## src/hdl/assert_macros.svh

```systemverilog
// assertion macros shared by the frame receiver modules
`ifndef ASSERT_MACROS_SVH
`define ASSERT_MACROS_SVH
`ifndef NO_ASSERTIONS
`define SFR_ASSERT_IMP(lbl, clk, rstn, ante, cons) \
    lbl: assert property (@(posedge clk) disable iff (!rstn) (ante) |-> (cons)) \
        else $error("assertion failed");
`define SFR_ASSERT_NXT(lbl, clk, rstn, ante, cons) \
    lbl: assert property (@(posedge clk) disable iff (!rstn) (ante) |=> (cons)) \
        else $error("assertion failed");
`else
`define SFR_ASSERT_IMP(lbl, clk, rstn, ante, cons)
`define SFR_ASSERT_NXT(lbl, clk, rstn, ante, cons)
`endif
`endif

```

## src/hdl/sfr_pkg.sv

```systemverilog
// types and constants of the serial frame receiver
`default_nettype none

package sfr_pkg;

    localparam int MAX_PAYLOAD = 16;
    localparam int IDX_W       = $clog2(MAX_PAYLOAD);
    localparam int LEN_W       = 5;
    localparam int NBANK       = 2;
    localparam int BANK_W      = $clog2(NBANK);
    localparam int ADDR_W      = BANK_W + IDX_W;
    localparam int MEM_DEPTH   = NBANK * MAX_PAYLOAD;
    localparam int FIFO_DEPTH  = 2;
    localparam int FIFO_AW     = $clog2(FIFO_DEPTH);
    localparam int FIFO_CW     = $clog2(FIFO_DEPTH + 1);

    localparam logic [7:0] HDR1 = 8'hfe;
    localparam logic [7:0] HDR2 = 8'h68;

    typedef enum logic [1:0] {
        ST_OK   = 2'd0,
        ST_CSUM = 2'd1,
        ST_LEN  = 2'd2
    } t_status;

    typedef enum logic [2:0] {
        PH_IDLE = 3'd0,
        PH_HDR1 = 3'd1,
        PH_SRC  = 3'd2,
        PH_DST  = 3'd3,
        PH_CMD  = 3'd4,
        PH_LEN  = 3'd5,
        PH_DATA = 3'd6,
        PH_SUM  = 3'd7
    } t_phase;

    typedef enum logic [1:0] {
        BK_IDLE = 2'd0,
        BK_READ = 2'd1,
        BK_SHOW = 2'd2
    } t_back_state;

    typedef struct packed {
        t_status           status;
        logic [7:0]        src;
        logic [7:0]        dst;
        logic [7:0]        cmd;
        logic [LEN_W-1:0]  len;
        logic [BANK_W-1:0] bank;
    } t_job;

    typedef struct packed {
        logic              en;
        logic [ADDR_W-1:0] addr;
        logic [7:0]        data;
    } t_wr;

    typedef struct packed {
        logic              en;
        logic [BANK_W-1:0] bank;
    } t_done;

endpackage

`default_nettype wire

```

## src/hdl/sfr_if.sv

```systemverilog
// byte and result channel interfaces of the serial frame receiver
`default_nettype none

interface sfr_rx_if;
    logic       valid;
    logic       ready;
    logic [7:0] rx_byte;

    modport source (output valid, output rx_byte, input ready);
    modport sink (input valid, input rx_byte, output ready);
endinterface

interface sfr_res_if;
    logic       valid;
    logic       ready;
    logic [1:0] status;
    logic [7:0] src_addr;
    logic [7:0] dst_addr;
    logic [7:0] command;
    logic [4:0] payload_len;
    logic [3:0] byte_index;
    logic [7:0] payload_byte;
    logic       last;

    modport source (
        output valid, output status, output src_addr, output dst_addr, output command,
        output payload_len, output byte_index, output payload_byte, output last,
        input ready
    );
    modport sink (
        input valid, input status, input src_addr, input dst_addr, input command,
        input payload_len, input byte_index, input payload_byte, input last,
        output ready
    );
endinterface

`default_nettype wire

```

## src/hdl/sfr_front.sv

```systemverilog
// header hunt, field capture, checksum and payload write of the receiver
`default_nettype none
`include "assert_macros.svh"

module sfr_front (
    input  wire              i_clk,
    input  wire              i_rst_n,
    sfr_rx_if.sink           i_rx,
    output logic             o_push,
    output sfr_pkg::t_job    o_job,
    input  wire              i_full,
    output sfr_pkg::t_wr     o_wr,
    input  sfr_pkg::t_done   i_done
);

    localparam logic [sfr_pkg::BANK_W-1:0] BANK_W_ONE = sfr_pkg::BANK_W'(1);
    localparam logic [sfr_pkg::NBANK-1:0]  BUSY_ONE   = sfr_pkg::NBANK'(1);

    sfr_pkg::t_phase                  r_phase, n_phase;
    logic [7:0]                       r_src, r_dst, r_cmd, r_len, r_sum;
    logic [sfr_pkg::LEN_W-1:0]        r_cnt;
    logic [sfr_pkg::BANK_W-1:0]       r_bank;
    logic [sfr_pkg::NBANK-1:0]        r_busy;

    logic                             accept;
    logic [7:0]                       c;
    logic [sfr_pkg::LEN_W-1:0]        cnt_inc;
    logic                             too_long;
    logic                             csum_bad;
    logic [7:0]                       sum_chk;
    logic                             take_bank;
    logic [sfr_pkg::NBANK-1:0]        busy_set;
    logic [sfr_pkg::NBANK-1:0]        busy_clr;

    assign c        = i_rx.rx_byte;
    assign i_rx.ready = !i_full && !(r_phase == sfr_pkg::PH_DATA && r_busy[r_bank]);
    assign accept   = i_rx.valid && i_rx.ready;
    assign cnt_inc  = r_cnt + sfr_pkg::LEN_W'(1);
    assign too_long = c > 8'(sfr_pkg::MAX_PAYLOAD);
    assign sum_chk  = r_sum + c;
    assign csum_bad = sum_chk != 8'd0;

    // bank ownership passes to the back end for a good frame with payload
    assign take_bank = o_push && o_job.status == sfr_pkg::ST_OK && o_job.len != '0;
    assign busy_set  = take_bank ? (BUSY_ONE << r_bank) : '0;
    assign busy_clr  = i_done.en ? (BUSY_ONE << i_done.bank) : '0;

    // next phase
    always_comb begin
        n_phase = r_phase;
        if (accept) begin
            unique case (r_phase)
                sfr_pkg::PH_IDLE: begin
                    if (c == sfr_pkg::HDR1) n_phase = sfr_pkg::PH_HDR1;
                end
                sfr_pkg::PH_HDR1: begin
                    if (c == sfr_pkg::HDR2) n_phase = sfr_pkg::PH_SRC;
                    else if (c != sfr_pkg::HDR1) n_phase = sfr_pkg::PH_IDLE;
                end
                sfr_pkg::PH_SRC: n_phase = sfr_pkg::PH_DST;
                sfr_pkg::PH_DST: n_phase = sfr_pkg::PH_CMD;
                sfr_pkg::PH_CMD: n_phase = sfr_pkg::PH_LEN;
                sfr_pkg::PH_LEN: begin
                    if (too_long) n_phase = sfr_pkg::PH_IDLE;
                    else if (c == 8'd0) n_phase = sfr_pkg::PH_SUM;
                    else n_phase = sfr_pkg::PH_DATA;
                end
                sfr_pkg::PH_DATA: begin
                    if ({3'd0, cnt_inc} >= r_len) n_phase = sfr_pkg::PH_SUM;
                end
                sfr_pkg::PH_SUM: n_phase = sfr_pkg::PH_IDLE;
                default: n_phase = sfr_pkg::PH_IDLE;
            endcase
        end
    end

    // job and payload write
    always_comb begin
        o_push     = accept && ((r_phase == sfr_pkg::PH_LEN && too_long)
                                || r_phase == sfr_pkg::PH_SUM);
        o_job.src  = r_src;
        o_job.dst  = r_dst;
        o_job.cmd  = r_cmd;
        o_job.bank = r_bank;
        if (r_phase == sfr_pkg::PH_LEN) begin
            o_job.status = sfr_pkg::ST_LEN;
            o_job.len    = '0;
        end else begin
            o_job.status = csum_bad ? sfr_pkg::ST_CSUM : sfr_pkg::ST_OK;
            o_job.len    = r_len[sfr_pkg::LEN_W-1:0];
        end
        o_wr.en   = accept && r_phase == sfr_pkg::PH_DATA;
        o_wr.addr = {r_bank, r_cnt[sfr_pkg::IDX_W-1:0]};
        o_wr.data = c;
    end

    always_ff @(posedge i_clk) begin
        if (!i_rst_n) begin
            r_phase <= sfr_pkg::PH_IDLE;
            r_bank  <= '0;
            r_busy  <= '0;
            r_src   <= '0;
            r_dst   <= '0;
            r_cmd   <= '0;
            r_len   <= '0;
            r_cnt   <= '0;
            r_sum   <= '0;
        end else begin
            r_phase <= n_phase;
            if (accept) begin
                unique case (r_phase)
                    sfr_pkg::PH_HDR1: begin
                        if (c == sfr_pkg::HDR2) r_sum <= sfr_pkg::HDR1 + sfr_pkg::HDR2;
                    end
                    sfr_pkg::PH_SRC: begin
                        r_src <= c;
                        r_sum <= sum_chk;
                    end
                    sfr_pkg::PH_DST: begin
                        r_dst <= c;
                        r_sum <= sum_chk;
                    end
                    sfr_pkg::PH_CMD: begin
                        r_cmd <= c;
                        r_sum <= sum_chk;
                    end
                    sfr_pkg::PH_LEN: begin
                        r_len <= c;
                        r_sum <= sum_chk;
                        r_cnt <= '0;
                    end
                    sfr_pkg::PH_DATA: begin
                        r_sum <= sum_chk;
                        r_cnt <= cnt_inc;
                    end
                    default: begin
                    end
                endcase
            end
            if (take_bank) r_bank <= r_bank + BANK_W_ONE;
            r_busy <= (r_busy | busy_set) & ~busy_clr;
        end
    end

    `SFR_ASSERT_IMP(a_wr_free_bank, i_clk, i_rst_n, o_wr.en, !r_busy[r_bank])
    `SFR_ASSERT_IMP(a_done_busy, i_clk, i_rst_n, i_done.en, r_busy[i_done.bank])

endmodule

`default_nettype wire

```

## src/hdl/sfr_fifo.sv

```systemverilog
// short job queue between front and back end
`default_nettype none
`include "assert_macros.svh"

module sfr_fifo (
    input  wire             i_clk,
    input  wire             i_rst_n,
    input  wire             i_push,
    input  sfr_pkg::t_job   i_job,
    output logic            o_full,
    output logic            o_valid,
    input  wire             i_pop,
    output sfr_pkg::t_job   o_job
);

    sfr_pkg::t_job                r_slot [sfr_pkg::FIFO_DEPTH];
    logic [sfr_pkg::FIFO_AW-1:0]  r_wp, r_rp;
    logic [sfr_pkg::FIFO_CW-1:0]  r_cnt;

    assign o_full  = r_cnt == sfr_pkg::FIFO_CW'(sfr_pkg::FIFO_DEPTH);
    assign o_valid = r_cnt != '0;
    assign o_job   = r_slot[r_rp];

    always_ff @(posedge i_clk) begin
        if (i_push) r_slot[r_wp] <= i_job;
    end

    always_ff @(posedge i_clk) begin
        if (!i_rst_n) begin
            r_wp  <= '0;
            r_rp  <= '0;
            r_cnt <= '0;
        end else begin
            if (i_push) r_wp <= r_wp + sfr_pkg::FIFO_AW'(1);
            if (i_pop) r_rp <= r_rp + sfr_pkg::FIFO_AW'(1);
            unique case ({i_push, i_pop})
                2'b10:   r_cnt <= r_cnt + sfr_pkg::FIFO_CW'(1);
                2'b01:   r_cnt <= r_cnt - sfr_pkg::FIFO_CW'(1);
                default: r_cnt <= r_cnt;
            endcase
        end
    end

    `SFR_ASSERT_IMP(a_no_overflow, i_clk, i_rst_n, i_push, !o_full)
    `SFR_ASSERT_IMP(a_no_underflow, i_clk, i_rst_n, i_pop, o_valid)

endmodule

`default_nettype wire

```

## src/hdl/sfr_back.sv

```systemverilog
// payload buffer and result sequencer of the receiver
`default_nettype none
`include "assert_macros.svh"

module sfr_back (
    input  wire              i_clk,
    input  wire              i_rst_n,
    input  wire              i_valid,
    output logic             o_pop,
    input  sfr_pkg::t_job    i_job,
    input  sfr_pkg::t_wr     i_wr,
    output sfr_pkg::t_done   o_done,
    sfr_res_if.source        o_res
);

    logic [7:0]                 r_mem [sfr_pkg::MEM_DEPTH];
    sfr_pkg::t_back_state       r_state, n_state;
    sfr_pkg::t_job              r_job;
    logic [sfr_pkg::IDX_W-1:0]  r_idx;
    logic [7:0]                 r_rd;

    logic                       payload_mode;
    logic                       job_payload;
    logic [sfr_pkg::LEN_W-1:0]  idx_inc;
    logic                       is_last;

    assign payload_mode = r_job.status == sfr_pkg::ST_OK && r_job.len != '0;
    assign job_payload  = i_job.status == sfr_pkg::ST_OK && i_job.len != '0;
    assign idx_inc      = {1'b0, r_idx} + sfr_pkg::LEN_W'(1);
    assign is_last      = !payload_mode || idx_inc == r_job.len;

    always_comb begin
        n_state = r_state;
        unique case (r_state)
            sfr_pkg::BK_IDLE: begin
                if (i_valid) n_state = job_payload ? sfr_pkg::BK_READ : sfr_pkg::BK_SHOW;
            end
            sfr_pkg::BK_READ: n_state = sfr_pkg::BK_SHOW;
            sfr_pkg::BK_SHOW: begin
                if (o_res.ready) n_state = is_last ? sfr_pkg::BK_IDLE : sfr_pkg::BK_READ;
            end
            default: n_state = sfr_pkg::BK_IDLE;
        endcase
    end

    always_comb begin
        o_pop              = r_state == sfr_pkg::BK_IDLE && i_valid;
        o_res.valid        = r_state == sfr_pkg::BK_SHOW;
        o_res.status       = r_job.status;
        o_res.src_addr     = r_job.src;
        o_res.dst_addr     = r_job.dst;
        o_res.command      = r_job.cmd;
        o_res.payload_len  = r_job.len;
        o_res.byte_index   = r_idx;
        o_res.payload_byte = payload_mode ? r_rd : 8'd0;
        o_res.last         = is_last;
        o_done.en          = o_res.valid && o_res.ready && is_last && payload_mode;
        o_done.bank        = r_job.bank;
    end

    always_ff @(posedge i_clk) begin
        if (i_wr.en) r_mem[i_wr.addr] <= i_wr.data;
        if (r_state == sfr_pkg::BK_READ) r_rd <= r_mem[{r_job.bank, r_idx}];
    end

    always_ff @(posedge i_clk) begin
        if (!i_rst_n) begin
            r_state <= sfr_pkg::BK_IDLE;
            r_idx   <= '0;
            r_job   <= '0;
        end else begin
            r_state <= n_state;
            if (o_pop) begin
                r_job <= i_job;
                r_idx <= '0;
            end else if (o_res.valid && o_res.ready && !is_last) begin
                r_idx <= r_idx + sfr_pkg::IDX_W'(1);
            end
        end
    end

    `SFR_ASSERT_IMP(a_err_single, i_clk, i_rst_n,
        o_res.valid && r_job.status != sfr_pkg::ST_OK, o_res.last && r_idx == '0)
    `SFR_ASSERT_IMP(a_idx_in_len, i_clk, i_rst_n,
        o_res.valid && payload_mode, {1'b0, r_idx} < r_job.len)
    `SFR_ASSERT_NXT(a_last_ends, i_clk, i_rst_n,
        o_res.valid && o_res.ready && o_res.last, r_state == sfr_pkg::BK_IDLE)

endmodule

`default_nettype wire

```

## src/hdl/serial_frame_receiver.sv

```systemverilog
// top level of the serial frame receiver
// Usage:
//   i_rx carries one received serial byte per beat (rx_byte). The block hunts
//   for the header fe 68, captures src, dst, command, length, payload and the
//   checksum byte, and checks that all bytes sum to zero mod 256.
//   o_res carries result beats: one per payload byte of a good frame (last on
//   the final one), or one beat for an empty payload, a checksum error
//   (status 1) or a length above 16 (status 2).
// Timing:
//   a byte is taken whenever the parser is not held back. A frame's job is
//   queued on its checksum byte (or bad length byte); once it is popped, an
//   error or empty-payload result is shown directly, and each payload result
//   is shown after its own registered read of the payload buffer.
//   A two-entry job queue and a two-bank payload buffer let the parser take
//   the next frame while the previous one is still being delivered.
// Stalls and reset:
//   when o_res is stalled the parser keeps accepting until the job queue is
//   full, or until it needs a payload bank still being delivered.
//   Reset returns the parser to header hunting and empties the queue.
`default_nettype none

module serial_frame_receiver (
    input  wire        i_clk,
    input  wire        i_rst_n,
    sfr_rx_if.sink     i_rx,
    sfr_res_if.source  o_res
);

    logic             push, full, q_valid, pop;
    sfr_pkg::t_job    push_job, q_job;
    sfr_pkg::t_wr     wr;
    sfr_pkg::t_done   done;

    sfr_front u_front (
        .i_clk   (i_clk),
        .i_rst_n (i_rst_n),
        .i_rx    (i_rx),
        .o_push  (push),
        .o_job   (push_job),
        .i_full  (full),
        .o_wr    (wr),
        .i_done  (done)
    );

    sfr_fifo u_fifo (
        .i_clk   (i_clk),
        .i_rst_n (i_rst_n),
        .i_push  (push),
        .i_job   (push_job),
        .o_full  (full),
        .o_valid (q_valid),
        .i_pop   (pop),
        .o_job   (q_job)
    );

    sfr_back u_back (
        .i_clk   (i_clk),
        .i_rst_n (i_rst_n),
        .i_valid (q_valid),
        .o_pop   (pop),
        .i_job   (q_job),
        .i_wr    (wr),
        .o_done  (done),
        .o_res   (o_res)
    );

endmodule

`default_nettype wire

```

## src/flat_wrapper.sv

```systemverilog
// flat-port wrapper written by rule: the top's interface ports become plain ports
module serial_frame_receiver_flat 
  (i_clk, i_rst_n, i_rx_valid, i_rx_rx_byte, i_rx_ready, o_res_valid, o_res_status, o_res_src_addr, o_res_dst_addr, o_res_command, o_res_payload_len, o_res_byte_index, o_res_payload_byte, o_res_last, o_res_ready);
  sfr_rx_if i_rx_i ();
  sfr_res_if o_res_i ();
  input  wire i_clk;
  input  wire i_rst_n;
  input wire logic [$bits(i_rx_i.valid)-1:0] i_rx_valid;
  input wire logic [$bits(i_rx_i.rx_byte)-1:0] i_rx_rx_byte;
  output wire logic [$bits(i_rx_i.ready)-1:0] i_rx_ready;
  output wire logic [$bits(o_res_i.valid)-1:0] o_res_valid;
  output wire logic [$bits(o_res_i.status)-1:0] o_res_status;
  output wire logic [$bits(o_res_i.src_addr)-1:0] o_res_src_addr;
  output wire logic [$bits(o_res_i.dst_addr)-1:0] o_res_dst_addr;
  output wire logic [$bits(o_res_i.command)-1:0] o_res_command;
  output wire logic [$bits(o_res_i.payload_len)-1:0] o_res_payload_len;
  output wire logic [$bits(o_res_i.byte_index)-1:0] o_res_byte_index;
  output wire logic [$bits(o_res_i.payload_byte)-1:0] o_res_payload_byte;
  output wire logic [$bits(o_res_i.last)-1:0] o_res_last;
  input wire logic [$bits(o_res_i.ready)-1:0] o_res_ready;
  assign i_rx_i.valid = i_rx_valid;
  assign i_rx_i.rx_byte = i_rx_rx_byte;
  assign i_rx_ready = i_rx_i.ready;
  assign o_res_valid = o_res_i.valid;
  assign o_res_status = o_res_i.status;
  assign o_res_src_addr = o_res_i.src_addr;
  assign o_res_dst_addr = o_res_i.dst_addr;
  assign o_res_command = o_res_i.command;
  assign o_res_payload_len = o_res_i.payload_len;
  assign o_res_byte_index = o_res_i.byte_index;
  assign o_res_payload_byte = o_res_i.payload_byte;
  assign o_res_last = o_res_i.last;
  assign o_res_i.ready = o_res_ready;
  serial_frame_receiver u_core (.i_clk(i_clk), .i_rst_n(i_rst_n), .i_rx(i_rx_i), .o_res(o_res_i));
endmodule
```

## config.mk

```make
export PLATFORM = sky130hd
export DESIGN_NAME = serial_frame_receiver_flat
export DESIGN_NICKNAME = d
export VERILOG_FILES = /design/src/hdl/sfr_pkg.sv /design/src/hdl/sfr_if.sv /design/src/hdl/sfr_front.sv /design/src/hdl/sfr_fifo.sv /design/src/hdl/sfr_back.sv /design/src/hdl/serial_frame_receiver.sv /design/src/flat_wrapper.sv
export VERILOG_INCLUDE_DIRS = /design/src /design/src/hdl
export SDC_FILE = /design/constraint.sdc
export NUM_CORES = 1
export LEC_CHECK = 0
export BUFFER_PORTS_ARGS = -buffer_cell sky130_fd_sc_hd__buf_4
export CORE_ASPECT_RATIO = 0.8
export CORE_MARGIN = 4
export CORE_UTILIZATION = 65
export CTS_CLUSTER_DIAMETER = 100
export DETAILED_ROUTE_END_ITERATION = 8
export PLACE_DENSITY = 0.9
export SLEW_MARGIN = 30
export SYNTH_ARGS = -nofsm -noshare
export SYNTH_HDL_FRONTEND = slang
export SYNTH_SLANG_ARGS = --single-unit
```

## constraint.sdc

```tcl
create_clock -name i_clk -period 5.9 [get_ports i_clk]
set_input_delay 0.295 -clock i_clk [delete_from_list [all_inputs] [get_ports i_clk]]
set_output_delay 0.295 -clock i_clk [all_outputs]
set_load 0.03 [all_outputs]
```

==> run summary, run 1 <==
die outline width - 188 um
grt ovf - 0
Critical Path, Cell by Cell - mux2i_1 > o211ai_2 > nor2_1 > nand2_1 > nor2_1
Max-Cap Viols - 0
RSZ-0062 raised after global routing - false
Tcrit/Tclk final - 0.584
wire length per cell - 27.8 um
Initial Util - 0.663
antenna fix cells - 0
Worst Skew - 0.0189 ns
most used cell, CP - nor2_1
Final setup viols - 0
# Post-CTS Setup Buffers - 0
GRT Max-Usage Layer - met2
initial drt markers - 1,335
Worst-path clk slew - 0.06 ns
Area after DPL - 17,500 um2
Seq cells post-synth - 422
Worst setup EP type - register
Critical Path Source Type - register
Max stage delay cell, worst path - nor2_1
drt total wl - 39,800 um
EDFF count, synth - 328
Synth Flop Type - edfxtp_1
ys async rst share - 0
Vias/cell - 6.86
aggregate global-route resource usage - 0.283
Worst Path Buf+Inv - 0
Clock Latency Late Sink - 0.54 ns
Yosys cell types - 55
largest net degree at the start of global routing - 72
design area - 18,900 um2
syn nets - 1,055
DP Wirelength - 22,800 um
total iterations of the first detailed-routing run - 6
TNS Setup - 0 ns
CTS tree - built
Crit Path Class - register to register
clock buffer count from CTS - 39
met2 GRT Util - 0.446
VDD IR max - 0.208 mV
Register Area - 11,700 um2
CP arrival - 3.60 ns
global-route met1 utilization - 0.412
crit-path leading delay family - simple AND/OR/NAND/NOR gates
Reg-to-Reg Start - u_core.u_front.r_bank
Max stage delay on crit path - 0.82 ns
R2R cell count - 5
DRC viols - 0
relative slew slack - 0.401
hold-fix buffer count after cts - 0
CTS sink count - 422
CTS resizes - 0
Die Y - 152 um
vias in the first global route - 9,720
initial antenna violation count - 0
outcome - complete, no violations
core area - 25,400 um2
nets@finish - 1,111
syn avg cell area - 16.4 um2
DIE AREA - 28,500 um2
Final min period - 3.44 ns
RD Place Congestion - 0.880
hold depth - 3
Power Density - 327 nW/um2
Leak Pwr - 6.26 nW
row cnt - 52
area grow syn2layout - 12.2%
r2r endpoint - u_core.u_back.r_mem[3][7]
Pins Over Slew Limit - 0
Post-Syn Area - 16,800 um2
Port-buffer cells - 57
Clock Path Buffers - 3
M3 GR Usage - 0.0567
hold_sp - i_rst_n
Fmax achieved - 0.290 GHz
share of cells above drive strength 1 - 0.195
Yosys warning total - 0
Hold Crit Class - primary input to register
I/O pins - 58
Root Driver - clkbuf_16
vias - 9,838
first-pass GRT wire length - 61,600 um
Post-Syn Instances - 1,024
Post-DRT Antenna Nets - 0
commonest non-fill, non-tap cell in the layout - edfxtp_1
area of the multi-input gates - 4760 um2
CTS H-tree lvls - 2
Layout fillers - 1,308
CP max FO - 11
worst-margin pin slew - 0.895 ns
sequential area share after synthesis - 0.697
R2R setup slack - 2.46 ns
final hold viol count - 0
Worst Hold End - u_core.u_front.r_sum[6]
Crit path required time - 6.06 ns
most frequent cells in the layout - edfxtp_1 (328), nor2_1 (135), dfxtp_1 (90)
report_power, final:
group / switching, mW / total, mW / internal (mW)
combinational: 0.170 / 0.243 / 0.0727
clock: 1.10 / 2.70 / 1.61
sequential: 0.0138 / 3.22 / 3.20
total: 1.28 / 6.16 / 4.88
state kept, by name (all words and copies together), names as in the netlist, 4 cells and up, named ones only:
signal / cells
u_core.u_front.r_dst: 8
u_core.u_front.r_cmd: 8
u_core.u_back.o_res.src_addr: 8
u_core.u_back.r_rd: 8
u_core.u_back.r_mem: 256
u_core.u_front.r_sum: 8
u_core.u_back.o_res.byte_index: 4
u_core.u_front.r_len: 8
u_core.u_back.o_res.command: 8
u_core.u_front.r_cnt: 5
u_core.u_fifo.r_slot: 64
u_core.u_back.o_res.payload_len: 5
u_core.u_back.o_res.dst_addr: 8
u_core.u_front.r_src: 8
cell usage after synthesis (all sizes together), types with 2 or more instances:
cell type / number / share of area
clkbuf: 25 / 0.0056
edfxtp: 328 / 0.59
xnor2: 11 / 0.0057
buf: 27 / 0.011
nand3b: 6 / 0.0027
ha: 18 / 0.013
a21oi: 15 / 0.0045
nor2b: 4 / 0.0015
a2111oi: 2 / 0.0010
nand2b: 5 / 0.0019
nor4: 4 / 0.0015
nor2: 138 / 0.031
mux4: 80 / 0.11
nor3: 12 / 0.0036
inv: 17 / 0.0038
nor4b: 2 / 0.0019
o21a: 3 / 0.0013
nand4: 3 / 0.0011
dfxtp: 94 / 0.11
nand3: 13 / 0.0039
a31oi: 3 / 0.0011
xor2: 10 / 0.0052
mux2i: 68 / 0.040
and2: 9 / 0.0033
or3: 5 / 0.0019
o21ai: 9 / 0.0027
a211oi: 37 / 0.017
a22oi: 8 / 0.0036
nand2: 44 / 0.0098
o211ai: 2 / 0.0012
a21o: 2 / 0.00089
o221a: 4 / 0.0027
per-layer routing:
layer | routed length (um) | vias up
met5 | 0 | -
met2 | 18900 | 779
met1 | 15100 | 4868
met4 | 1190 | 0
li1 | - | 4074
met3 | 4630 | 117
through the flow:
| stage | instances | util | hold WS [ns] | power (mW) | setup WS, ns |
|---|---|---|---|---|---|
| after floorplan | 1024 | - | 0.394 | 3.41 | 3.16 |
| after global placement | 1363 | 0.689 | 0.431 | 3.51 | 2.79 |
| after detailed placement | 1363 | 0.689 | 0.441 | 3.52 | 2.62 |
| after CTS | 1435 | 0.743 | 0.0800 | 6.17 | 2.50 |
| after global routing | 1435 | 0.744 | 0.0935 | 6.33 | 2.28 |
| final | 1435 | 0.744 | 0.0997 | 6.16 | 2.46 |
how the worst max path moves through the flow:
stage | from | end | slack (ns) | cells after the start
3_5_place_dp | u_core.u_front.r_bank | u_core.u_back.r_mem[11][5] | 2.62 | 5
6_report | u_core.u_front.r_bank | u_core.u_back.r_mem[3][7] | 2.46 | 5
2_1_floorplan | u_core.u_fifo.r_cnt[0] | u_core.u_fifo.r_slot[0][0] | 3.16 | 4
3_3_place_gp | u_core.u_front.r_bank | u_core.u_back.r_mem[10][5] | 2.79 | 5
4_1_cts | u_core.u_back.o_res.byte_index[1] | o_res_last | 2.50 | 6
5_1_grt | u_core.u_front.r_bank | u_core.u_back.r_mem[10][2] | 2.28 | 5
worst register-to-register path, delay by kind of cell (launching register included):
family / cells / cell delay [ns]
AO/OA/AOI/OAI: 1 / 0.18
multiplexers: 1 / 0.36
flip-flops: 1 / 0.57
AND/OR/NAND/NOR: 3 / 1.96
logic make-up after synthesis:
group	synth area share
flops	0.697
simple gates	0.0662
mux	0.150
compound gates	0.0398
buf+inv	0.0203
xor+xnor	0.0123
fa+ha+maj	0.0146
cell type report:
type | instances | share of cell area
clock buffer | 53 | 0.0594
clock inverter | 19 | 0.0142
inverter | 18 | 0.00358
multi-input combinational | 532 | 0.252
sequential | 422 | 0.622
tap | 324 | 0.0215
timing repair buffer | 67 | 0.0267
No activity file was read; power rests on OpenSTA's default activity.
==> run 2: changes to the inputs <==
Settings changed: CORE_UTILIZATION 65 to 62, PLACE_DENSITY 0.9 to 0.87.
Clock period 5.9 ns to 3.3 ns, I/O delays scaled along.
==> run summary, run 2 (synthesized netlist as in run 1, its figures left out) <==
Comb power frac - 0.040
CP arrival - 2.67 ns
Net Sw Frac - 0.209
nets@finish - 1,148
Pins Over Slew Limit - 0
hold_sp - o_res_ready
RD Place Congestion - 0.885
Flop pwr share - 0.544
antenna fix cells - 0
I/O pins - 58
P_sw - 2.21 mW
Fmax achieved - 0.352 GHz
CTS sink count - 422
Vias/cell - 6.48
vias - 9,728
Reg-to-Reg Start - u_core.u_back.o_res.byte_index[2]
worst setup path start - u_core.u_back.o_res.byte_index[2]
grt ovf - 0
top flop regs - u_core.u_back.r_mem: 256 flops, u_core.u_fifo.r_slot: 64 flops
Die Y - 155 um
clock buffer count from CTS - 38
Critical Path Source Type - register
Max-Cap Viols - 0
wire length per cell - 26.4 um
Tcrit/Tclk final - 0.860
initial drt markers - 1,234
Crit Path Class - register to output port
TNS Setup - 0 ns
CTS tree - built
share of cells above drive strength 1 - 0.212
first-pass GRT wire length - 60,100 um
Final min period - 2.84 ns
max reg flops - 256
DRC viols - 0
Hold Crit Class - primary input to register
Clock Path Buffers - 3
fin cells - 1,501
final hold viol count - 0
register bank with the most flops - u_core.u_back.r_mem
clock power share - 0.416
CTS resizes - 0
relative slew slack - 0.422
Worst setup EP type - output port
total iterations of the first detailed-routing run - 5
Clock Latency Late Sink - 0.54 ns
Final setup viols - 0
row cnt - 53
Post-DRT Antenna Nets - 0
area grow syn2layout - 13.4%
Root Driver - clkbuf_16
Worst-path clk slew - 0.06 ns
largest net degree at the start of global routing - 67
Leak Pwr - 6.38 nW
initial antenna violation count - 1
Initial Util - 0.634
VDD IR max - 0.436 mV
worst-margin pin slew - 0.865 ns
R2R setup slack - 0.68 ns
Crit path required time - 3.13 ns
CP max FO - 11
DP Wirelength - 23,800 um
Port-buffer cells - 57
CTS H-tree lvls - 2
most frequent cells in the layout - edfxtp_1 (328), nor2_1 (135), buf_4 (100)
Worst Skew - 0.0111 ns
placed cell count - 1,433
RSZ-0062 raised after global routing - false
vias in the first global route - 9,702
outcome - complete, no violations
drt total wl - 39,600 um
die outline width - 192 um
DIE AREA - 29,900 um2
aggregate global-route resource usage - 0.271
Power Density - 555 nW/um2
Cell Int Power - 8.37 mW
commonest non-fill, non-tap cell in the layout - edfxtp_1
core area - 26,500 um2
run 2: cell types whose count changed in the layout (fill, tap and decap cells not counted), sizes merged:
| cell | change |
|---|---|
| buf | +37 |
| bufinv | -3 |
| clkinv | -1 |
| dlygate4sd3 | +1 |
| inv | -1 |
run 2: path summary, 6_finish.rpt:
path,endpoint,depth (start not counted)
worst max-delay path,o_res_last,6
worst min-delay path,u_core.u_back.r_state[1],4
worst max register to register,u_core.u_front.r_busy[1],7
worst min register to register,u_core.u_fifo.r_slot[0][19],0
run 2: layer usage:
layer	global-route usage	up-vias	part of all wire
met2	0.421	639	0.47
met3	0.0446	80	0.10
met5	0	-	0
met1	0.405	4865	0.40
met4	0.0750	0	0.026
li1	-	4144	-
run 2: power groups by stage:
| stage | Sequential (mW) | Clock [mW] | Combinational, mW |
|---|---|---|---|
| global route | 5.76 | 4.69 | 0.458 |
| finish | 5.76 | 4.40 | 0.427 |
| floorplan | 5.90 | 0 | 0.187 |
| detailed placement | 5.87 | 0 | 0.417 |
| CTS | 5.76 | 4.43 | 0.424 |
| global placement | 5.87 | 0 | 0.404 |
run 2: worst max-delay path: stages, from the launching register on:
cell     delay [ns]
dfxtp_1        0.74
buf_4          0.35
nand3_1        0.14
xnor2_1        0.31
nand3_1        0.23
nand2_1        0.18
buf_4          0.18
run 2: metrics by stage:
step | worst slack [ns] | util | hold WS [ns] | power, mW | cell area, um2
after floorplan | 0.564 | - | 0.264 | 6.09 | 16800
after global placement | 0.634 | 0.673 | 0.431 | 6.27 | 17800
after detailed placement | 0.524 | 0.673 | 0.442 | 6.29 | 17800
after CTS | 0.498 | 0.719 | 0.0175 | 10.6 | 19100
after global routing | 0.389 | 0.719 | 0.0242 | 10.9 | 19100
final | 0.461 | 0.719 | 0.0346 | 10.6 | 19100
run 2: area by class of cell:
class | instances | area (um2)
clock buffer | 53 | 1070
clock inverter | 14 | 156
fill | 1545 | 7440
inverter | 18 | 67.6
multi-input combinational | 532 | 4760
sequential | 422 | 11700
tap | 357 | 447
timing repair buffer | 105 | 841
run 2: timing repair:
action	in CTS	in global routing
hold endpoints to repair	4	0
setup buffers	0	0
hold buffers	1	0
